## config.mk

```make
export PLATFORM = sky130hd
export DESIGN_NAME = idv_merge
export DESIGN_NICKNAME = d
export VERILOG_FILES = /design/src/rtl/interval_domain_violation_macros.svh /design/src/rtl/idv_pkg.sv /design/src/rtl/idv_merge.sv
export SDC_FILE = /design/constraint.sdc
export NUM_CORES = 1
export LEC_CHECK = 0
export BUFFER_PORTS_ARGS = -buffer_cell sky130_fd_sc_hd__clkbuf_2
export CAP_MARGIN = 5
export CORE_AREA = 2 2 443 445
export DETAILED_ROUTE_END_ITERATION = 8
export DIE_AREA = 0 0 445 447
export PLACE_DENSITY = 0.31
export SYNTH_ARGS = -nofsm -noshare
export SYNTH_HDL_FRONTEND = slang
export SYNTH_SLANG_ARGS = --single-unit
```

## constraint.sdc

```tcl
create_clock -name vclk -period 12.9
set_input_delay 1.935 -clock vclk [all_inputs]
set_output_delay 1.935 -clock vclk [all_outputs]
set_load 0.03 [all_outputs]
```

## src/rtl/interval_domain_violation_macros.svh

```systemverilog
`ifndef INTERVAL_DOMAIN_VIOLATION_MACROS_SVH
`define INTERVAL_DOMAIN_VIOLATION_MACROS_SVH

// same-cycle implication, off during reset
`define IDV_ASSERT_IMP(lbl, ante, cons) \
    lbl: assert property (@(posedge clk) disable iff (!rst_n) (ante) |-> (cons)) \
        else $error("interval_domain_violation: check failed");

// next-cycle implication, off during reset
`define IDV_ASSERT_NXT(lbl, ante, cons) \
    lbl: assert property (@(posedge clk) disable iff (!rst_n) (ante) |=> (cons)) \
        else $error("interval_domain_violation: check failed");

`endif

```

## src/rtl/idv_pkg.sv

```systemverilog
package idv_pkg;

    localparam int MAX_INTERVALS = 16;

    localparam int IDX_W = (MAX_INTERVALS > 1) ? $clog2(MAX_INTERVALS) : 1;
    localparam int CNT_W = $clog2(MAX_INTERVALS + 1);

    localparam int VAL_W   = 32;
    localparam int ENTRY_W = 4;
    localparam int NEAR_W  = 4;
    localparam int CFG_W   = 5;
    localparam int CMP_W   = (CNT_W > ENTRY_W) ? CNT_W : ENTRY_W;

    localparam int ENTRY_LSB  = 0;
    localparam int LOW_LSB    = ENTRY_LSB + ENTRY_W;
    localparam int HIGH_LSB   = LOW_LSB + VAL_W;
    localparam int SAMPLE_LSB = HIGH_LSB + VAL_W;
    localparam int IN_FIELDS_W = SAMPLE_LSB + VAL_W;
    localparam int IN_DATA_W   = ((IN_FIELDS_W + 7) / 8) * 8;

    localparam int DIST_LSB  = 0;
    localparam int NEAR_LSB  = DIST_LSB + VAL_W;
    localparam int SIDE_LSB  = NEAR_LSB + NEAR_W;
    localparam int OUT_FIELDS_W = SIDE_LSB + 1;
    localparam int OUT_DATA_W   = ((OUT_FIELDS_W + 7) / 8) * 8;

    localparam int ADDR_W = 3;
    localparam int APB_W  = 32;

    localparam logic OP_LOAD = 1'b0;
    localparam logic OP_EVAL = 1'b1;

    localparam logic SIDE_LOW  = 1'b0;
    localparam logic SIDE_HIGH = 1'b1;

    typedef enum logic [1:0] {
        ST_IDLE,
        ST_CMP,
        ST_MRG
    } state_t;

    typedef struct packed {
        logic             hit;
        logic             below;
        logic             above;
        logic             gap;
        logic [VAL_W-1:0] d_up;
        logic [VAL_W-1:0] d_dn;
    } cell_flags_t;

    typedef struct packed {
        logic [VAL_W-1:0] distance;
        logic [IDX_W-1:0] idx;
        logic             side;
    } merge_res_t;

    function automatic logic [CNT_W-1:0] clamp_count(input logic [CFG_W-1:0] c);
        logic [CNT_W-1:0] n;
        if (c == '0)
        begin
            n = CNT_W'(1);
        end
        else if (int'(c) > MAX_INTERVALS)
        begin
            n = CNT_W'(MAX_INTERVALS);
        end
        else
        begin
            n = CNT_W'(c);
        end
        return n;
    endfunction

endpackage

```

## src/rtl/idv_merge.sv

```systemverilog
module idv_merge
    import idv_pkg::*;
(
    input  cell_flags_t      flags [MAX_INTERVALS],
    input  logic [CNT_W-1:0] count,
    input  logic [IDX_W-1:0] last_nearest,
    input  logic             last_side,
    output merge_res_t       res
);

    logic             last_hit;
    logic             any_in;
    logic             any_gap;
    logic [IDX_W-1:0] first_in;
    logic [IDX_W-1:0] first_gap;
    logic [IDX_W-1:0] gap_up;
    logic [IDX_W-1:0] nm1;
    logic [VAL_W-1:0] d1;
    logic [VAL_W-1:0] d2;

    always_comb
    begin
        last_hit  = (CNT_W'(last_nearest) < count) && flags[last_nearest].hit;
        any_in    = 1'b0;
        any_gap   = 1'b0;
        first_in  = '0;
        first_gap = '0;
        // lowest index wins
        for (int i = MAX_INTERVALS - 1; i >= 0; i--)
        begin
            if (flags[i].hit)
            begin
                any_in   = 1'b1;
                first_in = IDX_W'(i);
            end
            if (flags[i].gap)
            begin
                any_gap   = 1'b1;
                first_gap = IDX_W'(i);
            end
        end

        nm1    = IDX_W'(count - CNT_W'(1));
        gap_up = first_gap + IDX_W'(1);
        d1     = flags[first_gap].d_up;
        d2     = flags[gap_up].d_dn;

        res.distance = '0;
        res.idx      = last_nearest;
        res.side     = last_side;
        if (last_hit)
        begin
            res.idx = last_nearest;
        end
        else if (any_in)
        begin
            res.idx = first_in;
        end
        else if (flags[0].below)
        begin
            res.distance = flags[0].d_dn;
            res.idx      = '0;
            res.side     = SIDE_LOW;
        end
        else if (flags[nm1].above)
        begin
            res.distance = flags[nm1].d_up;
            res.idx      = nm1;
            res.side     = SIDE_HIGH;
        end
        else if (any_gap)
        begin
            // tie goes to the upper interval
            if (d1 < d2)
            begin
                res.distance = d1;
                res.idx      = first_gap;
                res.side     = SIDE_HIGH;
            end
            else
            begin
                res.distance = d2;
                res.idx      = gap_up;
                res.side     = SIDE_LOW;
            end
        end
    end

endmodule

```

==> results of run 1 <==
cell families (layout without fill, tap and decap cells):
logic type / Yosys count / in the layout
simple gates: 766 / 766
other cells: 0 / 37
mux: 435 / 435
fa+ha+maj: 36 / 36
compound gates: 307 / 307
xor+xnor: 6 / 6
buf+inv: 227 / 1231
metal layers:
metal / wire [µm] / global-route usage (%) / vias to the layer above
met4: 3590 / 3.58 / 72
met2: 80800 / 26.7 / 1037
met1: 68600 / 19.8 / 10589
met3: 11800 / 3.67 / 217
met5: 471 / 0 / -
li1: - / - / 9076
worst max-delay path, cell delays in order:
cell	delay, ps
clkbuf_2	120
or4_1	620
nor2_2	320
o21a_1	790
nand2_2	170
buf_4	290
buf_4	310
o221ai_1	340
a21oi_1	100
nor3_1	680
buf_4	250
ha_1	230
and4_1	190
a21oi_1	140
nand2_1	80
a221o_1	450
nor3_1	660
and4_1	360
o21a_4	170
nor2_4	150
buf_4	280
buf_4	190
mux2i_1	120
o21ai_1	190
clkbuf_2	320
through the flow:
stage                     total power, W  instance area (µm²)  setup slack (ps)  utilization, %  std cells
after floorplan                 0.000665                15100              2530               -       1777
after global placement           0.00130                23800              1310            12.3       5322
after detailed placement         0.00130                23800              1310            12.3       5322
after CTS                        0.00131                23800              1290            12.3       5322
after global routing             0.00137                23900              1120            12.3       5348
final                            0.00128                23900              1410            12.3       5360
cell usage in the layout (no fill, tap or decap), drive strengths merged, types with 5 or more instances in the layout:
| cell type | synthesis | routed |
|---|---|---|
| clkbuf | 118 | 1119 |
| nand2 | 435 | 435 |
| mux4 | 313 | 313 |
| nand3 | 222 | 222 |
| a21oi | 105 | 105 |
| mux2i | 104 | 104 |
| o21ai | 72 | 72 |
| buf | 64 | 67 |
| inv | 45 | 45 |
| o221ai | 38 | 38 |
| diode | 0 | 37 |
| ha | 36 | 36 |
| a22oi | 33 | 33 |
| nor2 | 33 | 33 |
| nor3 | 26 | 26 |
| mux2 | 18 | 18 |
| a21o | 11 | 11 |
| nor4 | 11 | 11 |
| nand4 | 8 | 8 |
| or4 | 7 | 7 |
| nand2b | 6 | 6 |
| a211oi | 6 | 6 |
| a311oi | 6 | 6 |
| o21a | 6 | 6 |
| o31ai | 5 | 5 |
| and3 | 5 | 5 |
| nor2b | 5 | 5 |
| xnor2 | 5 | 5 |
worst paths after layout:
path / from / endpoint / depth (start not counted)
max: flags[404] / res[16] / 25
min: flags[1049] / res[34] / 4
report_power, final:
group	total [W]	internal, W	switching [W]
registers	0	0	0
clock network	0.000000000435	0.000000000435	0
logic	0.00128	0.000554	0.000726
total	0.00128	0.000554	0.000726
cell type report:
| class | count | area, µm² |
|---|---|---|
| Antenna cell | 37 | 92.6 |
| Multi-Input combinational cell | 1550 | 14300 |
| Fill cell | 22593 | 170000 |
| Tap cell | 2542 | 3180 |
| Inverter | 45 | 179 |
| Timing Repair Buffer | 1186 | 6220 |
==> out/metrics.yaml, run 1 <==
max_slew_margin_pct: 20.1
vias: 20991
syn_area_per_cell_um2: 8.48
netlist_instances: 1777
yosysMostFrequentCell: "nand2_1"
io_pins: 1135
die_height_um: 447
crit_type: "input port to output pin"
status: "finished clean"
max_freq_mhz: 87.0
rows: 162
grt_overflow_total: 0
muxShareOfSynthArea_pct: 55.2
fp.dieW_um: 445
start_util_pct: 7.76
worst_slew_pin_slew_ps: 1190
postRouteAntennaNets: 0
min_period_over_period_pct: 89.1
hold_violations: 0
finalSetupViolCount: 0
synth_common_cells: "435 x nand2_1, 313 x mux4_2, 222 x nand3_1"
ys_warn_count: 0
drv_slew: 0
hold_slack_ps: 4330
min_path_type: "input port to output pin"
remaining_drc_errors: 0
via_per_inst: 3.92
syn2layout_area_growth_pct: 58.7
seq_cells: 0
synth_top_area_share_pct: 46.8
peakVddDrop_mv: 0.0331
synth_adder_area_share_pct: 2.99
first_pass_iters: 5
place.gp.congestion: 0.883
seq_area_um2: 0
syn-cell-area_mm2: 0.0151
finalSetupTns_ps: 0
ctsResizeCount: 0
drv_cap: 0
hold_buffers: 0
arrival_ps: 9560
synth_compound_area_share_pct: 13.0
rsz0062_at_grt: "no"
ys_seq_area_share_pct: 0
syn_nets: 2911
critical_path.max_fanout: 25
critPathRequiredTime_ps: 10970
synthDistinctLibCells: 59
wl_per_cell_um: 30.8
worstSetupEndpointType: "output pin"
initialDrtViolationCount: 1863
antenna_found_initial: 121
synth_top_family_by_area: "multiplexers"
port_buffers: 1120
hpwl_um: 145000
n_clock_buffer: 0
synth-xor-area-share_pct: 0.398
core_area_mm2: 0.194
die_area_mm2: 0.199
track_usage_pct: 15.7
drt-total-wl_um: 165000
grt_pass1_wl_um: 208000
synth-simple-area-share_pct: 22.1
yosysTopAreaCell: "mux4_2"
grt_pass1_vias: 20877
finalCriticalPeriod_ps: 11490
cts_setup_buffers: 0
startpoint_type: "input port"
power_density_mw_per_mm2: 53.5
synth_area_leaders: "mux4_2 47%, nand2_1 11%, nand3_1 7.4%"
leakagePower_nw: 10.5
grt_max_degree: 108
final_nets: 3917
drive_gt1_share_pct: 55.6
Power figures use the tool's default switching activity.
==> inputs of run 2 (changes only) <==
--- a/config.mk
+++ b/config.mk
@@ -10,6 +10,7 @@
 export CORE_AREA = 2 2 443 445
 export DETAILED_ROUTE_END_ITERATION = 8
 export DIE_AREA = 0 0 445 447
+export GPL_TIMING_DRIVEN = 0
 export PLACE_DENSITY = 0.31
 export SYNTH_ARGS = -nofsm -noshare
 export SYNTH_HDL_FRONTEND = slang
==> constraint.sdc (replaced) <==
create_clock -name vclk -period 12.9
set_input_delay 0.645 -clock vclk [all_inputs]
set_output_delay 0.645 -clock vclk [all_outputs]
set_load 0.03 [all_outputs]
==> run 2 against run 1 <==
Against the previous run: sequential share of layout area is the same; clock-buffer cell count is the same; first-iteration DRC count grew 11%.
==> out/metrics.yaml, run 2 (synthesized netlist as in run 1, its figures left out) <==
postRouteAntennaNets: 0  # unchanged
remaining_drc_errors: 0  # unchanged
grt_max_degree: 11  # -90%
final_cell_mix: "1128 x clkbuf_2, 435 x nand2_1, 313 x mux4_2"
crit_top_cell: "clkbuf_1"
track_usage_pct: 19.2  # +3.6 points
drv_cap: 0  # unchanged
finalSetupViolCount: 0  # unchanged
first_pass_iters: 5  # unchanged
hold_buffers: 0  # unchanged
finalCriticalPeriod_ps: 11950  # +453 ps
die_area_mm2: 0.199  # unchanged
start_util_pct: 7.76  # unchanged
slowest_delay_ps: 890  # +100 ps
status: "finished clean"
worstSetupEndpointType: "output pin"
max_slew_margin_pct: 7.90  # -12 points
grt_pass1_wl_um: 248000  # +19%
grt_overflow_total: 0  # unchanged
critical_path.max_fanout: 11  # -56%
cts_setup_buffers: 0  # unchanged
startpoint_type: "input port"
crit_type: "input port to output pin"
grt_pass1_vias: 22384  # +7.2%
die_height_um: 447  # unchanged
final_nets: 4046  # +3.3%
worst_slew_pin_slew_ps: 1370  # +184 ps
wl_per_cell_um: 36.7  # +19%
placedInstanceArea_mm2: 0.0241  # +1.1%
hpwl_um: 183000  # +26%
ctsResizeCount: 0  # unchanged
max_freq_mhz: 83.7  # -3.8%
n_clock_buffer: 0  # unchanged
via_per_inst: 4.06  # +3.6%
critPathSlowestCell: "clkbuf_1"
antenna_found_initial: 118  # -2.5%
rsz0062_at_grt: "no"
seq_area_um2: 0  # unchanged
port_buffers: 1118  # -0.18%
final_common_cell: "clkbuf_2"
critPathRequiredTime_ps: 12260  # +1290 ps
fillers: 22582  # -0.049%
vias: 22303  # +6.3%
rows: 162  # unchanged
place.gp.congestion: 0.913  # +3.5%
initialDrtViolationCount: 2064  # +11%
fin_area_mm2: 0.0242  # +1.2%
drive_gt1_share_pct: 52.9  # -2.7 points
min_path_type: "input port to output pin"
core_area_mm2: 0.194  # unchanged
io_pins: 1135  # unchanged
hold_violations: 0  # unchanged
fp.dieW_um: 445  # unchanged
drt-total-wl_um: 202000  # +22%
syn2layout_area_growth_pct: 60.6
drv_slew: 0  # unchanged
arrival_ps: 11300  # +1740 ps
seq_cells: 0  # unchanged
min_period_over_period_pct: 92.6  # +3.5 points
hold_slack_ps: 1770  # -2560 ps
-- run 2: cell count changes in the layout (fill, tap and decap cells not counted), moves of 4 or more --
| cell | change |
|---|---|
| buf_2 | +37 |
| nand2_1 | +4 |
| buf_8 | +4 |
| buf_4 | -39 |
| clkbuf_1 | +108 |
| clkbuf_2 | +9 |
| buf_1 | +13 |
| buf_12 | -9 |
| diode_2 | +7 |
-- run 2: final timing paths --
kind | startpoint | end | slack (ps) | depth (start not counted)
worst min-delay path | flags[1048] | res[33] | 1770 | 4
worst max-delay path | flags[744] | res[0] | 950 | 29
-- run 2: cell type report --
| cell class | count | area, µm² | share of cell area (%) |
|---|---|---|---|
| timing repair buffer | 1133 | 5810 | 24.0 |
| antenna | 44 | 110 | 0.455 |
| inverter | 45 | 169 | 0.698 |
| buffer | 182 | 802 | 3.31 |
| tap | 2542 | 3180 | 13.1 |
| multi-input combinational | 1550 | 14100 | 58.4 |
-- run 2: critical path, delay by kind of cell --
kind	cells	cell delay [ps]
compound gates	8	2650
fa+ha+maj	2	420
mux	2	1050
simple gates	4	1070
buf+inv	13	5380
-- run 2: layer usage --
layer | vias up | wire, µm | GRT usage [%]
met2 | 1212 | 103000 | 35.0
met4 | 80 | 6120 | 5.20
met3 | 252 | 13300 | 3.88
met1 | 11406 | 78600 | 22.7
li1 | 9353 | - | -
met5 | - | 495 | 0
-- run 2: per-stage QoR --
step	std cells	setup TNS [ps]	util, %	setup WS (ps)
2_1_floorplan	1777	0	-	5110
3_3_place_gp	5437	-30530	12.3	-1170
3_5_place_dp	5450	0	12.4	556
4_1_cts	5450	0	12.4	548
5_1_grt	5479	0	12.4	541
6_report	5496	0	12.5	953
==> inputs of run 3 (changes only) <==
--- a/config.mk
+++ b/config.mk
@@ -5,13 +5,14 @@
 export SDC_FILE = /design/constraint.sdc
 export NUM_CORES = 1
 export LEC_CHECK = 0
+export ABC_AREA = 1
 export BUFFER_PORTS_ARGS = -buffer_cell sky130_fd_sc_hd__clkbuf_2
 export CAP_MARGIN = 5
-export CORE_AREA = 2 2 443 445
+export CORE_AREA = 2 2 441 443
 export DETAILED_ROUTE_END_ITERATION = 8
-export DIE_AREA = 0 0 445 447
+export DIE_AREA = 0 0 443 445
 export GPL_TIMING_DRIVEN = 0
-export PLACE_DENSITY = 0.31
+export PLACE_DENSITY = 0.32
 export SYNTH_ARGS = -nofsm -noshare
 export SYNTH_HDL_FRONTEND = slang
 export SYNTH_SLANG_ARGS = --single-unit
==> run 3 against run 2 <==
Against the previous run: critical path depth up 14; first-iteration DRC count up 66%; worst hold slack better by 80 ps; final area up 6.1%; critical endpoint is now res[26]; sequential share of layout area unchanged.
==> out/metrics.yaml, run 3 <==
status: "finished clean"
postRouteAntennaNets: 0  # unchanged
worst_slew_pin_slew_ps: 1400  # +32.8 ps
critPathRequiredTime_ps: 12260  # about the same
synth_adder_area_share_pct: 2.72  # -0.27 points
cts_setup_buffers: 0  # unchanged
final_common_cell: "clkbuf_2"
power_density_mw_per_mm2: 60.2
synth_compound_area_share_pct: 53.0  # +40 points
grt_max_degree: 11  # unchanged
critPathSlowestCell: "clkbuf_1"
syn-cell-area_mm2: 0.0166  # +9.9%
initialDrtViolationCount: 3424  # +66%
startpoint_type: "input port"
synth_area_leaders: "o21ai_0 18%, nand2_1 11%, o211ai_1 11%"
seq_cells: 0  # unchanged
slowest_delay_ps: 1060  # +170 ps
worstSetupEndpointType: "output pin"
ys_warn_count: 0  # unchanged
critPathBufInv: 14  # +1
via_per_inst: 4.62  # +14%
start_util_pct: 8.63  # +0.86 points
drive_gt1_share_pct: 28.2  # -25 points
crit_top_cell: "nand2_1"
wl_per_cell_um: 38.4  # +4.6%
grt_pass1_wl_um: 335000  # +35%
die_height_um: 445  # -0.45%
drt-total-wl_um: 269000  # +34%
antenna_found_initial: 115  # -2.5%
hold_violations: 0  # unchanged
first_pass_iters: 6  # +1
remaining_drc_errors: 0  # unchanged
max_slew_margin_pct: 6.42  # -1.5 points
drv_cap: 0  # unchanged
peakVddDrop_mv: 0.0176
synth_top_area_share_pct: 18.0  # -29 points
hpwl_um: 237000  # +30%
syn_nets: 4430  # +52%
crit_type: "input port to output pin"
yosysTopAreaCell: "o21ai_0"
fp.dieW_um: 443  # -0.45%
n_clock_buffer: 0  # unchanged
crit_family: "buffers and inverters"
io_pins: 1135  # unchanged
syn2layout_area_growth_pct: 55.1
synthDistinctLibCells: 51  # -14%
min_period_over_period_pct: 94.7  # +2.1 points
muxShareOfSynthArea_pct: 0  # -55 points
seq_area_um2: 0  # unchanged
synth_top_family_by_area: "compound AO/OA/AOI/OAI gates"
finalPower_w: 0.00155
synth-xor-area-share_pct: 0.204  # -0.19 points
placedInstanceArea_mm2: 0.0255  # +5.9%
syn_area_per_cell_um2: 5.02  # -41%
finalSetupViolCount: 0  # unchanged
final_cell_mix: "1123 x clkbuf_2, 596 x o21ai_0, 507 x nand2_1"
vias: 32395  # +45%
leakagePower_nw: 11.7
arrival_ps: 11570  # +270 ps
ctsResizeCount: 0  # unchanged
fin_area_mm2: 0.0257  # +6.1%
rows: 161  # -0.62%
yosysMostFrequentCell: "o21ai_0"
final_nets: 5560  # +37%
core_area_mm2: 0.192  # -1.1%
hold_slack_ps: 1850  # +79.6 ps
critical_path.max_fanout: 12  # +1
netlist_instances: 3296  # +85%
min_path_type: "input port to output pin"
grt_pass1_vias: 31781  # +42%
die_area_mm2: 0.197  # -0.89%
track_usage_pct: 25.8  # +6.6 points
synth_common_cells: "596 x o21ai_0, 507 x nand2_1, 342 x a21oi_1"
port_buffers: 1119  # +0.089%
grt_overflow_total: 0  # unchanged
finalCriticalPeriod_ps: 12210  # +268 ps
max_freq_mhz: 81.9  # -2.2%
rsz0062_at_grt: "no"
place.gp.congestion: 1.00  # +9.6%
ys_seq_area_share_pct: 0  # unchanged
synth-simple-area-share_pct: 28.3  # +6.1 points
drv_slew: 0  # unchanged
hold_buffers: 0  # unchanged
fillers: 23127  # +2.4%
run 3: worst paths after layout:
path                    start      end  slack, ps  depth (start not counted)
setup / recovery   flags[200]  res[26]        690                         43
hold / removal    flags[1020]   res[5]       1850                          4
run 3: final cells by class:
type | instances | area [µm²] | area share [%]
tap | 2526 | 3160 | 12.3
multi-input combinational | 2632 | 14000 | 54.4
timing repair buffer | 1128 | 5770 | 22.5
inverter | 333 | 1250 | 4.88
buffer | 331 | 1370 | 5.34
antenna | 67 | 168 | 0.653
run 3: layer usage:
layer  GRT usage [%]  vias to the layer above  wire (µm)
li1                -                    14046          -
met1            29.2                    15987     102000
met2            46.3                     1913     136000
met3            3.57                      411      14900
met4            14.7                       38      16200
met5               0                        -        228
run 3: cell families (layout without fill, tap and decap cells):
group                      after synthesis  count (layout)
adders and majority gates               36              36
AOI/OAI and AO/OA                     1462            1462
xor gates and xnor gates                 3               3
buffers and inverters                  664            1792
other                                    0              67
and+or+nand+nor                       1131            1131
run 3: metrics by stage:
stage	cells	util (%)	worst slack, ps	setup TNS, ps
2_1_floorplan	3296	-	6470	0
3_3_place_gp	6941	13.2	-40.6	-87.3
3_5_place_dp	6950	13.3	342	0
4_1_cts	6950	13.3	328	0
5_1_grt	6997	13.4	164	0
6_report	7017	13.4	685	0
run 3: report_power, final:
| group | internal, W | total (W) | switching (W) |
|---|---|---|---|
| logic | 0.000430 | 0.00155 | 0.00112 |
| registers | 0 | 0 | 0 |
| clock network | 0.0000000000102 | 0.0000000000106 | 0 |
| total | 0.000430 | 0.00155 | 0.00112 |
