<file path="src/rtl/interval_domain_violation_macros.svh">
`ifndef INTERVAL_DOMAIN_VIOLATION_MACROS_SVH
`define INTERVAL_DOMAIN_VIOLATION_MACROS_SVH

// same-cycle implication, off during reset
`define IDV_ASSERT_IMP(lbl, ante, cons) \
    lbl: assert property (@(posedge clk) disable iff (!rst_n) (ante) |-> (cons)) \
        else $error("interval_domain_violation: check failed");

// next-cycle implication, off during reset
`define IDV_ASSERT_NXT(lbl, ante, cons) \
    lbl: assert property (@(posedge clk) disable iff (!rst_n) (ante) |=> (cons)) \
        else $error("interval_domain_violation: check failed");

`endif

</file>
<file path="src/rtl/idv_pkg.sv">
package idv_pkg;

    localparam int MAX_INTERVALS = 16;

    localparam int IDX_W = (MAX_INTERVALS > 1) ? $clog2(MAX_INTERVALS) : 1;
    localparam int CNT_W = $clog2(MAX_INTERVALS + 1);

    localparam int VAL_W   = 32;
    localparam int ENTRY_W = 4;
    localparam int NEAR_W  = 4;
    localparam int CFG_W   = 5;
    localparam int CMP_W   = (CNT_W > ENTRY_W) ? CNT_W : ENTRY_W;

    localparam int ENTRY_LSB  = 0;
    localparam int LOW_LSB    = ENTRY_LSB + ENTRY_W;
    localparam int HIGH_LSB   = LOW_LSB + VAL_W;
    localparam int SAMPLE_LSB = HIGH_LSB + VAL_W;
    localparam int IN_FIELDS_W = SAMPLE_LSB + VAL_W;
    localparam int IN_DATA_W   = ((IN_FIELDS_W + 7) / 8) * 8;

    localparam int DIST_LSB  = 0;
    localparam int NEAR_LSB  = DIST_LSB + VAL_W;
    localparam int SIDE_LSB  = NEAR_LSB + NEAR_W;
    localparam int OUT_FIELDS_W = SIDE_LSB + 1;
    localparam int OUT_DATA_W   = ((OUT_FIELDS_W + 7) / 8) * 8;

    localparam int ADDR_W = 3;
    localparam int APB_W  = 32;

    localparam logic OP_LOAD = 1'b0;
    localparam logic OP_EVAL = 1'b1;

    localparam logic SIDE_LOW  = 1'b0;
    localparam logic SIDE_HIGH = 1'b1;

    typedef enum logic [1:0] {
        ST_IDLE,
        ST_CMP,
        ST_MRG
    } state_t;

    typedef struct packed {
        logic             hit;
        logic             below;
        logic             above;
        logic             gap;
        logic [VAL_W-1:0] d_up;
        logic [VAL_W-1:0] d_dn;
    } cell_flags_t;

    typedef struct packed {
        logic [VAL_W-1:0] distance;
        logic [IDX_W-1:0] idx;
        logic             side;
    } merge_res_t;

    function automatic logic [CNT_W-1:0] clamp_count(input logic [CFG_W-1:0] c);
        logic [CNT_W-1:0] n;
        if (c == '0)
        begin
            n = CNT_W'(1);
        end
        else if (int'(c) > MAX_INTERVALS)
        begin
            n = CNT_W'(MAX_INTERVALS);
        end
        else
        begin
            n = CNT_W'(c);
        end
        return n;
    endfunction

endpackage

</file>
<file path="src/rtl/idv_cell.sv">
module idv_cell
    import idv_pkg::*;
(
    input  logic                    clk,
    input  logic [IDX_W-1:0]        idx,
    input  logic [CNT_W-1:0]        count,
    input  logic                    wr_en,
    input  logic [ENTRY_W-1:0]      wr_index,
    input  logic signed [VAL_W-1:0] wr_low,
    input  logic signed [VAL_W-1:0] wr_high,
    input  logic                    en,
    input  logic signed [VAL_W-1:0] sample,
    input  logic                    below_right,
    output logic                    below,
    output cell_flags_t             flags
);

    logic signed [VAL_W-1:0] low_reg;
    logic signed [VAL_W-1:0] low_next;
    logic signed [VAL_W-1:0] high_reg;
    logic signed [VAL_W-1:0] high_next;
    cell_flags_t             flags_reg;
    cell_flags_t             flags_next;

    logic active;
    logic has_next;
    logic above;

    always_comb
    begin
        low_next  = low_reg;
        high_next = high_reg;
        if (wr_en && (CMP_W'(wr_index) == CMP_W'(idx)))
        begin
            low_next  = wr_low;
            high_next = wr_high;
        end
    end

    // compare the held entry against the sample, gap test uses the right neighbor
    always_comb
    begin
        active   = CNT_W'(idx) < count;
        has_next = (CNT_W'(idx) + CNT_W'(1)) < count;
        below    = sample < low_reg;
        above    = sample > high_reg;

        flags_next = flags_reg;
        if (en)
        begin
            flags_next.hit   = active && !below && !above;
            flags_next.below = below;
            flags_next.above = above;
            flags_next.gap   = has_next && above && below_right;
            flags_next.d_up  = VAL_W'(sample - high_reg);
            flags_next.d_dn  = VAL_W'(low_reg - sample);
        end
    end

    always_ff @(posedge clk)
    begin
        low_reg   <= low_next;
        high_reg  <= high_next;
        flags_reg <= flags_next;
    end

    assign flags = flags_reg;

endmodule

</file>
<file path="config.mk">
export PLATFORM = sky130hd
export DESIGN_NAME = idv_cell
export DESIGN_NICKNAME = d
export VERILOG_FILES = /design/src/rtl/interval_domain_violation_macros.svh /design/src/rtl/idv_pkg.sv /design/src/rtl/idv_cell.sv
export SDC_FILE = /design/constraint.sdc
export NUM_CORES = 1
export LEC_CHECK = 0
export BUFFER_PORTS_ARGS = -buffer_cell sky130_fd_sc_hd__buf_2
export CAP_MARGIN = 20
export CORE_MARGIN = 5
export CORE_UTILIZATION = 55
export DETAILED_ROUTE_END_ITERATION = 16
export PLACE_DENSITY = 0.87
export SLEW_MARGIN = 40
export SYNTH_ARGS = -nofsm -noshare
export SYNTH_HDL_FRONTEND = slang
export SYNTH_SLANG_ARGS = --single-unit
</file>
<file path="constraint.sdc">
create_clock -name clk -period 13.43 [get_ports clk]
set_clock_uncertainty 0.05 [all_clocks]
set_input_delay 2.686 -clock clk [delete_from_list [all_inputs] [get_ports clk]]
set_output_delay 2.686 -clock clk [all_outputs]
set_load 0.01 [all_outputs]
</file>
==> impl_metrics.json, run 1 <==
{
  "run_status": "completed",
  "antenna_found_initial": 6,
  "clockBufferDepth": 2,
  "wirelength_um": 19800,
  "drive_above_1_share_pct": 25.1,
  "setup.worst_path.end_class": "output port",
  "critical_path_class": "in2out",
  "clk_latency_ns": 0.42,
  "drv_slew": 0,
  "layout.cells.non_filler": 1082,
  "drv_cap": 0,
  "cp-endpoint": "below",
  "synth_edf_count": 132,
  "dieArea_mm2": 0.0166,
  "grt_use_total_pct": 23.5,
  "finalSetupTns_ns": 0,
  "power_mw": 1.20,
  "synth_seq_cells": 132,
  "p_leak_nw": 4.29,
  "coreArea_mm2": 0.0139,
  "rsz0062_at_grt": "false",
  "finalCriticalPeriod_ns": 8.13,
  "start_util_pct": 56.1,
  "htreeDepth": 4,
  "fillers": 1018,
  "first_pass_iters": 5,
  "max_clock_freq_ghz": 0.123,
  "required_ns": 10.69,
  "clkSinkCount": 132,
  "r2r-start": "high_reg[0]",
  "place_inst": 1043,
  "syn_area_mm2": 0.00779,
  "rrSetupSlack_ns": 10.01,
  "critPathMaxFanout": 4,
  "worstMarginPinSlew_ns": 0.649,
  "finalWeightedCongestion": 0.940,
  "postCtsHoldBufs": 0,
  "hpwl_um": 14700,
  "cts_buffers": 17,
  "wire_per_inst_um": 18.3,
  "largest_register_ffs": 68,
  "rows": 43,
  "dr_total_vias": 6231,
  "ant_nets": 0,
  "io_buffers": 181,
  "ys.flop_type": "edfxtp_1",
  "period_share_pct": 60.5,
  "drc_errors": 0,
  "die_h_um": 129,
  "async_reset_ff_share_pct": 0,
  "setup_viol": 0,
  "worstReg2RegEnd": "flags[67]",
  "cp-start-kind": "primary input",
  "grt.overflow.total": 0,
  "grt_pass1_vias": 5980,
  "power_density_mw_per_mm2": 126,
  "yosysWarnings": 0,
  "post-cts-setup-buffers": 0,
  "syn2layout_area_growth_pct": 22.4,
  "max-slew-margin-rel_pct": 56.7,
  "cts_resized": 0,
  "syn_nets": 881,
  "finalHoldViolations": 0,
  "tritoncts": "done",
  "grt_pass1_wl_um": 30300,
  "drt_iter0_drc": 679,
  "hp-class": "reg2reg",
  "syn_area_per_cell_um2": 11.2,
  "grt_max_degree": 69,
  "clk_pin_slew_ns": 0.06,
  "rr_worst_depth": 10,
  "cp-startpoint": "sample[0]",
  "yosysSeqAreaShare_pct": 50.9,
  "ios": 182,
  "cp.arrival_ns": 5.39,
  "vdd_drop_max_uv": 71.4,
  "die_x_um": 129,
  "cts_root_buf": "clkbuf_16",
  "synth_cells": 694,
  "synth_cell_types": 61,
  "vias_per_cell": 5.76,
  "layout.nets": 1070
}
==> metal layers <==
layer	track usage, %	part of all wire [%]
met1	30.6	40
met2	37.0	47
met3	4.29	7.9
met4	13.8	5.0
met5	0	0
==> power by group <==
group	switching, mW	total (mW)	internal (mW)
Sequential	0.00781	0.502	0.494
Clock	0.171	0.479	0.309
Combinational	0.125	0.216	0.0912
Total	0.303	1.20	0.894
==> cell usage after synthesis (5+ instances only) <==
library cell | n | share of area (%)
ha_1 | 72 | 12
o21ai_0 | 27 | 1.7
a21o_1 | 36 | 3.5
xor2_1 | 26 | 2.9
a31oi_1 | 14 | 1.1
o21a_1 | 11 | 1.1
nor2b_1 | 5 | 0.40
a211oi_1 | 8 | 0.77
nand2_1 | 32 | 1.5
nand4_1 | 13 | 1.0
clkbuf_1 | 11 | 0.53
inv_1 | 81 | 3.9
and2_1 | 5 | 0.40
nor3_1 | 14 | 0.90
nand3_1 | 13 | 0.84
xnor2_1 | 33 | 3.7
nand2b_1 | 11 | 0.88
edfxtp_1 | 132 | 51
a21oi_1 | 45 | 2.9
nor2_1 | 31 | 1.5
==> cell type report <==
cell class	count	area (um^2)	area share, %
diodes	6	15.0	0.157
flip-flops and latches	132	3960	41.6
clock buffers	18	429	4.50
well taps	180	225	2.36
multi-input cells	467	3470	36.4
clock inverters	14	186	1.96
repair buffers	184	945	9.91
inverters	81	304	3.19
==> cell families after synthesis <==
kind of cell    count (synthesis)  share of synthesized area (%)
buf+inv                        95                           4.69
fa+ha+maj                      74                           12.1
compound gates                185                           15.9
xor+xnor                       59                           6.63
flops                         132                           50.9
mux                             1                          0.128
simple gates                  148                           9.72
==> worst min path at each step <==
stage / from / to / slack (ns) / cells after the start
global route: high_reg[0] / flags[32] / 0.65 / 2
floorplan: high_reg[0] / flags[32] / 0.58 / 2
CTS: high_reg[0] / flags[32] / 0.62 / 2
finish: high_reg[0] / flags[32] / 0.63 / 2
global placement: high_reg[0] / flags[32] / 0.61 / 2
detailed placement: high_reg[0] / flags[32] / 0.62 / 2
==> critical path, stage by stage <==
cell and delay (ns):
buf_2 0.10, ha_1 0.23, fa_1 0.44, nand2b_1 0.20
a211oi_1 0.29, o22a_1 0.31, o21ai_2 0.14, nor4_1 0.40
o21ai_0 0.16, a21oi_1 0.24, buf_2 0.18
==> placed cells by master (no fill, tap or decap), types with 5 or more instances in the layout <==
cell type,instances
xnor2_1,33
nor3_1,14
ha_1,72
nor2_1,31
clkbuf_16,17
nand2_1,32
o21a_1,11
buf_2,181
nand3_1,13
inv_1,81
a211oi_1,8
and2_1,5
a31oi_1,14
a21o_1,36
diode_2,6
o21ai_0,27
nand4_1,13
edfxtp_1,132
nand2b_1,11
xor2_1,26
a21oi_1,45
nor2b_1,5
==> stage by stage <==
| step | worst slack [ns] | hold WS, ns | util [%] | area (um^2) |
|---|---|---|---|---|
| final | 5.30 | 0.626 | 68.7 | 9540 |
| after global placement | 5.47 | 0.609 | 64.0 | 8880 |
| after CTS | 5.39 | 0.625 | 68.4 | 9500 |
| after detailed placement | 5.41 | 0.616 | 64.0 | 8880 |
| after global routing | 5.14 | 0.651 | 68.7 | 9540 |
| after floorplan | 3.71 | 0.580 | - | 7790 |
Note: power is estimated with default switching activity, not from simulation.
==> inputs of run 2 (changes only) <==
--- a/config.mk
+++ b/config.mk
@@ -5,12 +5,13 @@
 export SDC_FILE = /design/constraint.sdc
 export NUM_CORES = 1
 export LEC_CHECK = 0
+export ABC_AREA = 1
 export BUFFER_PORTS_ARGS = -buffer_cell sky130_fd_sc_hd__buf_2
 export CAP_MARGIN = 20
 export CORE_MARGIN = 5
-export CORE_UTILIZATION = 55
+export CORE_UTILIZATION = 50
 export DETAILED_ROUTE_END_ITERATION = 16
-export PLACE_DENSITY = 0.87
+export PLACE_DENSITY = 0.83
 export SLEW_MARGIN = 40
 export SYNTH_ARGS = -nofsm -noshare
 export SYNTH_HDL_FRONTEND = slang
==> constraint.sdc (replaced) <==
create_clock -name clk -period 7.4 [get_ports clk]
set_clock_uncertainty 0.05 [all_clocks]
set_input_delay 1.48 -clock clk [delete_from_list [all_inputs] [get_ports clk]]
set_output_delay 1.48 -clock clk [all_outputs]
set_load 0.01 [all_outputs]
==> run 2 against run 1 <==
  * Hold slack improved by 0.00068 ns
  * Critical path type unchanged
  * Highest routed layer unchanged
  * Sequential power increased by 82%
  * Core utilization down 6.4 points
==> impl_metrics.json, run 2 <==
{
  "cts_root_buf": "clkbuf_16",
  "syn2layout_area_growth_pct": 21.3,
  "wl_met3_um": 1320,
  "synth_edf_count": 132,
  "drc_errors": 0,
  "power_mw": 2.18,
  "p_leak_nw": 4.95,
  "cp.arrival_ns": 3.29,
  "syn_area_mm2": 0.00857,
  "hpwl_um": 18200,
  "synth_cell_types": 33,
  "met1_length_um": 9430,
  "antenna_found_initial": 9,
  "critPathMaxFanout": 3,
  "ff_latch_area_mm2": 0.00396,
  "cts_resized": 0,
  "cts_buffers": 17,
  "required_ns": 5.87,
  "final_common_cell": "nand2_1",
  "cp-start-kind": "primary input",
  "clk_pin_slew_ns": 0.06,
  "synth_cells": 978,
  "drt_iter0_drc": 570,
  "dieArea_mm2": 0.0199,
  "grt_pass1_vias": 7163,
  "async_reset_ff_share_pct": 0,
  "synth_area_leaders": "edfxtp_1 46%, ha_1 11%, nand2_1 9.9%",
  "first_pass_iters": 6,
  "die_x_um": 141,
  "clk_latency_ns": 0.43,
  "yosysWarnings": 0,
  "clkSinkCount": 132,
  "yosysTopAreaCell": "edfxtp_1",
  "synth_seq_cells": 132,
  "wirelength_um": 22800,
  "finalWeightedCongestion": 0.979,
  "tritoncts": "done",
  "wire_per_inst_um": 16.0,
  "hp-class": "reg2reg",
  "vias_per_cell": 5.21,
  "post-cts-setup-buffers": 0,
  "layout.nets": 1368,
  "ys.flop_type": "edfxtp_1",
  "period_share_pct": 65.1,
  "setup_viol": 0,
  "ant_nets": 0,
  "drive_above_1_share_pct": 21.7,
  "dr.max_layer_used": "met4",
  "synth_common_cells": "226 x nand2_1, 170 x inv_1, 132 x edfxtp_1",
  "finalHoldViolations": 0,
  "setup.worst_path.end_class": "output port",
  "clockBufferDepth": 2,
  "run_status": "completed",
  "synth_top_area_share_pct": 46.2,
  "grt_pass1_wl_um": 35500,
  "max-slew-margin-rel_pct": 46.9,
  "yosysMostFrequentCell": "nand2_1",
  "worstMarginPinSlew_ns": 0.797,
  "grt.overflow.total": 0,
  "rrSetupSlack_ns": 4.99,
  "drv_cap": 0,
  "vdd_drop_max_uv": 172,
  "rsz0062_at_grt": "false",
  "start_util_pct": 51.3,
  "dr_total_vias": 7412,
  "finalSetupTns_ns": 0,
  "multi_input_area_mm2": 0.00398,
  "max_clock_freq_ghz": 0.208,
  "yosysSeqAreaShare_pct": 46.2,
  "syn_nets": 1165,
  "die_h_um": 141,
  "postCtsHoldBufs": 0,
  "wl_met2_um": 10900,
  "syn_area_per_cell_um2": 8.76,
  "finalCriticalPeriod_ns": 4.82,
  "largest_register_ffs": 68,
  "htreeDepth": 4,
  "coreArea_mm2": 0.0167,
  "ios": 182,
  "io_buffers": 181,
  "drv_slew": 0,
  "grt_use_total_pct": 23.2,
  "rows": 47,
  "fillers": 1418,
  "grt_max_degree": 65,
  "layout_common_cells": "226 x nand2_1, 181 x buf_2, 170 x inv_1, 132 x edfxtp_1, 77 x nor2_1",
  "critical_path_class": "in2out",
  "power_density_mw_per_mm2": 210
}
## run 2: cell types whose count changed after synthesis, sizes merged, moves of 9 or more
cell / previous run / this run
nand2: 32 / 238
inv: 81 / 173
nor2: 31 / 88
a21o: 36 / 4
a21oi: 45 / 77
nand3: 13 / 41
xnor2: 33 / 13
o21bai: 4 / 16
a31oi: 14 / 3
clkbuf: 11 / 0
nand2b: 11 / 0
a211oi: 9 / 0
## run 2: worst paths after layout
path	startpoint	to	cells past startpoint
setup / recovery	sample[0]	below	15
hold / removal	high_reg[0]	flags[32]	2
setup reg to reg	high_reg[0]	flags[67]	12
hold reg to reg	high_reg[0]	flags[32]	2
## run 2: power by group
group / total [mW] / switching [mW] / internal, mW
clock network: 0.823 / 0.327 / 0.496
logic: 0.446 / 0.280 / 0.167
registers: 0.914 / 0.0137 / 0.900
total: 2.18 / 0.620 / 1.56
## run 2: area by class of cell
class	count	area share (%)
Antenna cell	10	0.241
Sequential cell	132	38.1
Clock inverter	12	1.28
Clock buffer	20	4.20
Multi-Input combinational cell	673	38.2
Inverter	173	6.24
Tap cell	220	2.65
Timing Repair Buffer	184	9.05
## run 2: worst max-delay path, cell delays in order
cell	delay (ns)
buf_2	0.11
ha_1	0.23
fa_1	0.41
inv_1	0.07
nand2_1	0.05
nand2_1	0.08
nand3_1	0.07
nand2_1	0.14
nand2_1	0.08
nand2_2	0.10
nand2_1	0.08
nand3_1	0.09
nand3_2	0.10
inv_1	0.09
buf_2	0.14
## run 2: metrics by stage
step,hold slack [ns],setup WS (ns),std cells,cell area [um^2],utilization [%]
after floorplan,0.580,1.19,978,8580,-
after global placement,0.602,2.64,1381,9790,58.6
after detailed placement,0.616,2.60,1382,9810,58.7
after CTS,0.622,2.59,1414,10400,62.1
after global routing,0.641,2.36,1424,10400,62.3
final,0.627,2.58,1424,10400,62.3
## run 2: cell families after synthesis
| group | Yosys count | synth area share, % |
|---|---|---|
| fa+ha+maj | 74 | 11.0 |
| flops | 132 | 46.2 |
| buf+inv | 173 | 7.58 |
| compound gates | 144 | 10.0 |
| simple gates | 408 | 20.4 |
| xor+xnor | 47 | 4.80 |
## run 2: layer usage
layer / vias to the layer above / track usage, %
li1: 3691 / -
met1: 3353 / 28.8
met2: 302 / 37.7
met3: 66 / 4.17
met4: 0 / 14.1
met5: - / 0
==> inputs of run 3 (changes only) <==
--- a/config.mk
+++ b/config.mk
@@ -9,9 +9,9 @@
 export BUFFER_PORTS_ARGS = -buffer_cell sky130_fd_sc_hd__buf_2
 export CAP_MARGIN = 20
 export CORE_MARGIN = 5
-export CORE_UTILIZATION = 50
+export CORE_UTILIZATION = 55
 export DETAILED_ROUTE_END_ITERATION = 16
-export PLACE_DENSITY = 0.83
+export PLACE_DENSITY = 0.86
 export SLEW_MARGIN = 40
 export SYNTH_ARGS = -nofsm -noshare
 export SYNTH_HDL_FRONTEND = slang
==> constraint.sdc (replaced) <==
create_clock -name clk -period 5 [get_ports clk]
set_clock_uncertainty 0.05 [all_clocks]
set_input_delay 1 -clock clk [delete_from_list [all_inputs] [get_ports clk]]
set_output_delay 1 -clock clk [all_outputs]
set_load 0.01 [all_outputs]
==> run 3 against run 2 <==
  * Clock-buffer cell count down 3
  * Wire length up 0.28%
  * Via count up 0.97%
  * Global-route usage up 2.2 points
  * Worst setup slack worse by 1.4 ns
  * Hold slack better by 0.023 ns
  * Design area down 0.18%
  * Non-clock buffer count down 1
  * Flip-flop and latch count unchanged
  * Power up 49%
  * Sequential power up 48%
==> impl_metrics.json, run 3 (synthesis gave the netlist of run 2 again) <==
{
  "drv_cap": 0,
  "layout_common_cells": "226 x nand2_1, 180 x buf_2, 170 x inv_1, 132 x edfxtp_1, 77 x nor2_1",
  "first_pass_iters": 6,
  "drc_errors": 0,
  "dr_total_vias": 7484,
  "rows": 45,
  "finalHoldViolations": 0,
  "htreeDepth": 4,
  "grt_pass1_wl_um": 35400,
  "required_ns": 3.95,
  "ant_nets": 0,
  "tritoncts": "done",
  "cp_cell_sequence": "buf_2, ha_1, fa_1, inv_1, nand2_1, nand2_1, nand3_1, nand2_1, nand2_1, nand2_2, nand2_1, nand3_1, nand3_2, inv_1, buf_2",
  "cp.arrival_ns": 2.81,
  "cp-start-kind": "primary input",
  "critical_path_class": "in2out",
  "critPathMaxFanout": 3,
  "cts_buffers": 17,
  "rrSetupSlack_ns": 2.58,
  "io_buffers": 181,
  "power_density_mw_per_mm2": 314,
  "die_x_um": 135,
  "slowest_delay_ns": 0.41,
  "cpMostUsedCell": "nand2_1",
  "final_area_mm2": 0.0104,
  "drive_above_1_share_pct": 21.8,
  "multi_input_area_mm2": 0.00398,
  "final_common_cell": "nand2_1",
  "antenna_found_initial": 6,
  "placed_area_mm2": 0.00978,
  "wire_per_inst_um": 16.2,
  "postCtsHoldBufs": 0,
  "period_share_pct": 77.2,
  "cts_root_buf": "clkbuf_16",
  "hp-class": "reg2reg",
  "ios": 182,
  "syn2layout_area_growth_pct": 21.1,
  "vias_per_cell": 5.31,
  "clkSinkCount": 132,
  "clockBufferDepth": 2,
  "grt_use_total_pct": 25.4,
  "coreArea_mm2": 0.0153,
  "die_h_um": 135,
  "grt_pass1_vias": 7267,
  "worstMarginPinSlew_ns": 0.803,
  "rsz0062_at_grt": "false",
  "fillers": 1247,
  "setup.worst_path.end_class": "output port",
  "largest_register_ffs": 68,
  "run_status": "completed",
  "drv_slew": 0,
  "start_util_pct": 56.2,
  "hpwl_um": 18300,
  "drt_iter0_drc": 692,
  "grt_max_degree": 65,
  "clk_pin_slew_ns": 0.06,
  "finalSetupTns_ns": 0,
  "ff_latch_area_mm2": 0.00396,
  "setup_viol": 0,
  "clk_latency_ns": 0.42,
  "dieArea_mm2": 0.0182,
  "layout.nets": 1367,
  "vdd_drop_max_uv": 213,
  "finalWeightedCongestion": 0.949,
  "p_leak_nw": 4.96,
  "max-slew-margin-rel_pct": 46.5,
  "finalCriticalPeriod_ns": 3.86,
  "max_clock_freq_ghz": 0.259,
  "critPathTopFamily": "simple AND/OR/NAND/NOR gates",
  "post-cts-setup-buffers": 0,
  "critPathBufInv": 4,
  "critPathSlowestCell": "fa_1",
  "wirelength_um": 22800,
  "grt.overflow.total": 0,
  "cts_resized": 0
}
## run 3: final cells by class
type | count | share of cell area [%]
antenna | 6 | 0.145
clock inverter | 15 | 1.58
tap | 211 | 2.54
clock buffer | 17 | 4.10
multi-input combinational | 673 | 38.3
sequential | 132 | 38.2
inverter | 173 | 6.25
timing repair buffer | 183 | 8.89
## run 3: layer usage
layer / vias up / global-route usage (%) / share of wire, %
met5: - / 0 / 0
met4: 0 / 13.1 / 4.4
met3: 65 / 4.47 / 6.4
met2: 344 / 43.0 / 49
met1: 3404 / 31.1 / 40
li1: 3671 / - / -
## run 3: path summary, 6_finish.rpt
| kind | startpoint | to | cells after the start |
|---|---|---|---|
| setup / recovery | sample[0] | below | 15 |
| hold / removal | high_reg[0] | flags[32] | 2 |
| setup reg to reg | high_reg[0] | flags[67] | 12 |
| hold reg to reg | high_reg[0] | flags[32] | 2 |
## run 3: power by group
group	internal [mW]	switching, mW	leakage, nW	total (mW)
clock network	0.777	0.467	0.289	1.24
logic	0.246	0.415	3.42	0.661
registers	1.33	0.0207	1.25	1.35
## run 3: worst min-delay path: stages (launching register included)
cell and delay (ns):
edfxtp_1 0.33, ha_1 0.15, inv_1 0.05
## run 3: through the flow
step	instances	total power, mW	hold slack (ns)	setup WS, ns	utilization (%)
finish	1410	3.26	0.649	1.14	68.0
global route	1410	3.40	0.669	1.02	68.0
CTS	1404	3.27	0.651	1.16	67.9
detailed placement	1372	2.02	0.641	1.17	64.1
global placement	1372	2.01	0.602	1.21	64.1
floorplan	978	1.79	0.580	0.967	-
